[config.mk]
export PLATFORM = sky130hd
export DESIGN_NAME = pjpa_ctrl
export DESIGN_NICKNAME = d
export VERILOG_FILES = /design/src/pjpa_pkg.sv /design/src/pjpa_ctrl.sv
export SDC_FILE = /design/constraint.sdc
export NUM_CORES = 1
export LEC_CHECK = 0
export BUFFER_PORTS_ARGS = -buffer_cell sky130_fd_sc_hd__buf_2
export CAP_MARGIN = 25
export CORE_UTILIZATION = 42
export CTS_CLUSTER_DIAMETER = 60
export DETAILED_ROUTE_END_ITERATION = 6
export PLACE_DENSITY = 0.78
export SLEW_MARGIN = 0
export SYNTH_ARGS = -nofsm -noshare
export SYNTH_HDL_FRONTEND = slang
export SYNTH_SLANG_ARGS = --single-unit
[constraint.sdc]
create_clock -name clock -period 1.84 [get_ports clock]
set_clock_uncertainty 0.1 [all_clocks]
set_input_delay 0.276 -clock clock [delete_from_list [all_inputs] [get_ports clock]]
set_output_delay 0.276 -clock clock [all_outputs]
set_load 0.005 [all_outputs]
[src/pjpa_pkg.sv]
// Package for the jackknife pair accumulator: shared constants, register
// indexes and the command/status structs between controller and datapath.
// No dependencies.
package pjpa_pkg;

   localparam int MAX_REGIONS_DEF = 254;
   localparam int MASK_BITS_DEF   = 31;
   localparam int MASK_WORDS_DEF  = 60;

   localparam int BIN_W     = 63;
   localparam int CNT_W     = 11;
   localparam int WEIGHT_W  = 16;
   localparam int REGION_W  = 9;
   localparam int BIN_IDX_W = 8;
   localparam int NR_W      = 8;
   localparam int JK_W      = 16;

   localparam logic [CNT_W-1:0] OVERLAP_MAX = '1;

   localparam int CSR_IDX_W  = 2;
   localparam int CSR_DATA_W = 16;
   localparam logic [CSR_IDX_W-1:0] CSR_NUM_REGIONS = 2'd0;
   localparam logic [CSR_IDX_W-1:0] CSR_JK_WEIGHT   = 2'd1;

   localparam logic [NR_W-1:0] NUM_REGIONS_RST = 8'd100;
   localparam logic [JK_W-1:0] JK_WEIGHT_RST   = 16'd19386;

   typedef struct packed {
      logic accept;
      logic scale;
      logic div_step;
      logic jk_lo;
      logic jk_hi;
      logic walk_issue;
      logic clr_wr;
      logic k_clear;
      logic k_inc;
   } pjpa_cmd_type;

   typedef struct packed {
      logic pair_go;
      logic div_last;
      logic k_clr_end;
      logic k_walk_end;
   } pjpa_stat_type;

endpackage

[src/pjpa_ctrl.sv]
// Controller of the pair accumulator: sequences clear pass, scaling, divide,
// jackknife scaling and bin walk. Depends on pjpa_pkg.
module pjpa_ctrl
   import pjpa_pkg::*;
(
   input  logic          clock,
   input  logic          reset,
   input  logic          start,
   output logic          busy,
   input  pjpa_stat_type st,
   output pjpa_cmd_type  cmd
);

   typedef enum logic [7:0] {
      S_CLEAR = 8'b0000_0001,
      S_IDLE  = 8'b0000_0010,
      S_SCALE = 8'b0000_0100,
      S_DIV   = 8'b0000_1000,
      S_JKLO  = 8'b0001_0000,
      S_JKHI  = 8'b0010_0000,
      S_WALK  = 8'b0100_0000,
      S_DRAIN = 8'b1000_0000
   } state_type;

   state_type state_ff, state_in;

   always_ff @(posedge clock) begin
      if (reset) begin
         state_ff <= S_CLEAR;
      end else begin
         state_ff <= state_in;
      end
   end

   assign busy = (state_ff != S_IDLE);

   always_comb begin
      state_in = state_ff;
      cmd      = '0;
      unique case (state_ff)
         S_CLEAR: begin
            cmd.clr_wr = 1'b1;
            cmd.k_inc  = 1'b1;
            if (st.k_clr_end) begin
               cmd.k_clear = 1'b1;
               state_in    = S_IDLE;
            end
         end
         S_IDLE: begin
            cmd.accept = start;
            if (start && st.pair_go) begin
               state_in = S_SCALE;
            end
         end
         S_SCALE: begin
            cmd.scale = 1'b1;
            state_in  = S_DIV;
         end
         S_DIV: begin
            cmd.div_step = 1'b1;
            if (st.div_last) begin
               state_in = S_JKLO;
            end
         end
         S_JKLO: begin
            cmd.jk_lo = 1'b1;
            state_in  = S_JKHI;
         end
         S_JKHI: begin
            cmd.jk_hi   = 1'b1;
            cmd.k_clear = 1'b1;
            state_in    = S_WALK;
         end
         S_WALK: begin
            cmd.walk_issue = 1'b1;
            cmd.k_inc      = 1'b1;
            if (st.k_walk_end) begin
               cmd.k_clear = 1'b1;
               state_in    = S_DRAIN;
            end
         end
         S_DRAIN: begin
            state_in = S_IDLE;
         end
         default: begin
            state_in = S_CLEAR;
         end
      endcase
   end

endmodule

==> impl_results.md <==
* I/O Buffers at 16
* Clock Latency Late Sink at around 250 ps
* Nets at about 100
* Reg with most FFs: state_ff
* ANT cells at 0
* GRT Resource Usage Total at 21.5%
* Final setup violation count at 4
* Num ports at 17
* Main area contributors after synthesis: dfxtp_1 (29%), nor4_4 (7.7%), nor3b_2 (6.8%), nand3_1 (6.4%), nor2_1 (5.5%)
* Gate Count Post-Synth at 64
* Routability cong. at 0.916
* Post-synth top cells: dfxtp_1 (8), nor2_1 (8), nand3_1 (7), nand2_1 (6), inv_1 (5)
* Synth top area share at 29.1%
* Critical Path Start Type: flip-flop
* Final Util at between 60% and 70%
* Leak at 0.336 nW
* Crit end category: flip-flop
* WL/cell at approximately 14 um
* Post-synth top area cell: dfxtp_1
* Final worst slack at -79.7 ps
* Syn_area_per_cell at approximately 8.6 um2
* Number of flip-flops in the largest register at 8
* CP Launch Point: state_ff[7]
* Pwr Density at 883 mW/mm2
* Initial antenna violation count at 0
* Die X at 38.2 um
* TNS Setup at -94.7 ps
* Clock sink count at 8
* RSZ-0062 raised after global routing: yes
* Fmax at 521 MHz
* Fin Hold WS at 137 ps
* 1st-pass router iterations at 4
* CTS tree: done
* Crit path time final at 1920 ps
* Reg2reg end: state_ff[1]
* End of the critical path: state_ff[1]
* Area growth syn-to-layout at 36.6%
* Delay-heaviest family, CP: simple AND/OR/NAND/NOR gates
* CP cell instances: nor4_4, buf_4, buf_4, buf_4, nand2_1, o22ai_2, mux2_1
* Main synth FF type: dfxtp_1
* Place WS at 135 ps
* Initial drt markers at 20
* Die Area at approximately 0.0015 mm2
* Row cnt at 12
* Via count at 580
* Synth Cell Area at 551 um2
* Root buf cell: clkbuf_4
* Final max-slew violation count at 0
* CP max stage delay at roughly 370 ps
* Via density at approximately 5.6
* Post-route DRC at 0
* Hold-fix buffers at CTS at 0
* Slew HR at 75.6%
* Seq/Total Area, Yosys at 29.1%
* Number of synthesized flops with an enable pin at 0
* Reg2reg start: state_ff[7]
* First-pass GRT wire length at 2150 um
* Placed cell count at 93
* MaxCap Viol Count at 0
* Ys Warns at 0
* Reg2Reg Depth at 7
* Initial Util at 47.6%
* HP Class: primary input to flip-flop
* Slowest CP cell: dfxtp_4
* H-tree depth at 1
* Most Frequent Cell on Critical Path: buf_4
* Worst EP arrival at 1960 ps
* Congestion Overflow GR at 0
* Remaining antenna violation count after routing at 0
* Core ar. at 0.00116 mm2
* CP Depth at 7
* CP bufs+invs at 3
* Status: finished with violations
* Vias in the first global route at 493
* Crit-path max FO at 5
* R2R Setup Slk at -80 ps
* Worst path required time at 1880 ps
* #FFs+latches synth at 8
* Failing checks: setup timing
* Period utilization at 104%
* Ys async rst share at 0%
* Post-synthesis net count at 71
* Slew at the pin with the worst max-slew slack at 365 ps
* Kind of critical path: flip-flop to flip-flop
* Final wirelength at 1460 um
* Die H at 38.2 um
* Final Non-Filler Cells at 103
* Proportion of layout cells with a drive suffix above 1 at 50.6%
* Top flop regs: state_ff (8)
* Synth unique cells at 26
* Clock tree buffer depth at 2
* Largest net degree at the start of global routing at 8
* TritonCTS buffer count at 3
* Dpl hpwl at 989 um
* Worst vdd ir at 0.458 mV
* Final Hold Viols at 0
* CTS clk-pin slew, worst paths at about 50 ps
==> cell usage in the layout, fill, tap and decap left out, drive strengths merged <==
master / netlist / final
a221o: 1 / 1
a22oi: 1 / 1
buf: 2 / 24
clkbuf: 0 / 3
clkinv: 1 / 1
dfxtp: 8 / 8
inv: 5 / 5
mux2: 1 / 1
nand2: 6 / 6
nand3: 7 / 7
nand4b: 2 / 2
nor2: 9 / 9
nor2b: 2 / 2
nor3: 3 / 3
nor3b: 3 / 3
nor4: 3 / 3
nor4b: 1 / 1
o21a: 2 / 2
o221ai: 2 / 2
o22ai: 2 / 2
xnor2: 2 / 2
xor2: 1 / 1
==> worst min path at each step <==
stage | startpoint | to | slack (ps) | cells past startpoint
6_report | reset | state_ff[5] | 140 | 2
5_1_grt | reset | state_ff[5] | 130 | 2
4_1_cts | reset | state_ff[5] | 120 | 2
3_5_place_dp | reset | state_ff[5] | 400 | 2
3_3_place_gp | reset | state_ff[5] | 390 | 2
2_1_floorplan | reset | state_ff[5] | 250 | 1
==> metrics by stage <==
step	total power, mW	instance area (um2)
detailed placement	0.493	643
finish	0.664	752
global route	0.709	752
floorplan	0.408	551
global placement	0.491	643
CTS	0.638	704
==> cells by family (layout without fill, tap and decap cells) <==
| kind of cell | count (synthesis) | count (layout) | share of synthesized area [%] |
|---|---|---|---|
| buf+inv | 8 | 33 | 6.36 |
| xor+xnor | 3 | 3 | 4.77 |
| compound gates | 8 | 8 | 12.5 |
| flops | 8 | 8 | 29.1 |
| mux | 1 | 1 | 2.05 |
| simple gates | 36 | 36 | 45.2 |
==> power breakdown <==
part | switching (mW) | internal, mW
Sequential | 0.0377 | 0.196
Combinational | 0.155 | 0.143
Clock | 0.0568 | 0.0744
==> timing repair <==
item,in CTS,in global routing
pin swaps,4,3
gates resized for setup,7,6
setup endpoints to repair,5,7
gates cloned,0,0
setup buffers,4,3
hold endpoints to repair,0,0
==> worst register-to-register path, stage by stage, from the launching register on <==
cell and delay (ps):
dfxtp_4 370, nor4_4 350, buf_4 190, buf_4 100, buf_4 100, nand2_1 90, o22ai_2 170, mux2_1 340
==> routing by layer <==
metal  vias up  global-route usage, %  routed length (um)
met5         -                      0                   0
met3         4                   3.49                  52
li1        280                      -                   -
met4         0                   10.7                  27
met2        22                   33.9                 770
met1       274                   28.0                 614
==> layout make-up <==
class / count / area, um2
Clock buffer: 3 / 22.5
Sequential cell: 8 / 175
Fill cell: 93 / 404
Multi-Input combinational cell: 48 / 374
Tap cell: 14 / 17.5
Timing Repair Buffer: 24 / 140
Inverter: 6 / 22.5
No activity file was read; power rests on OpenSTA's default activity.
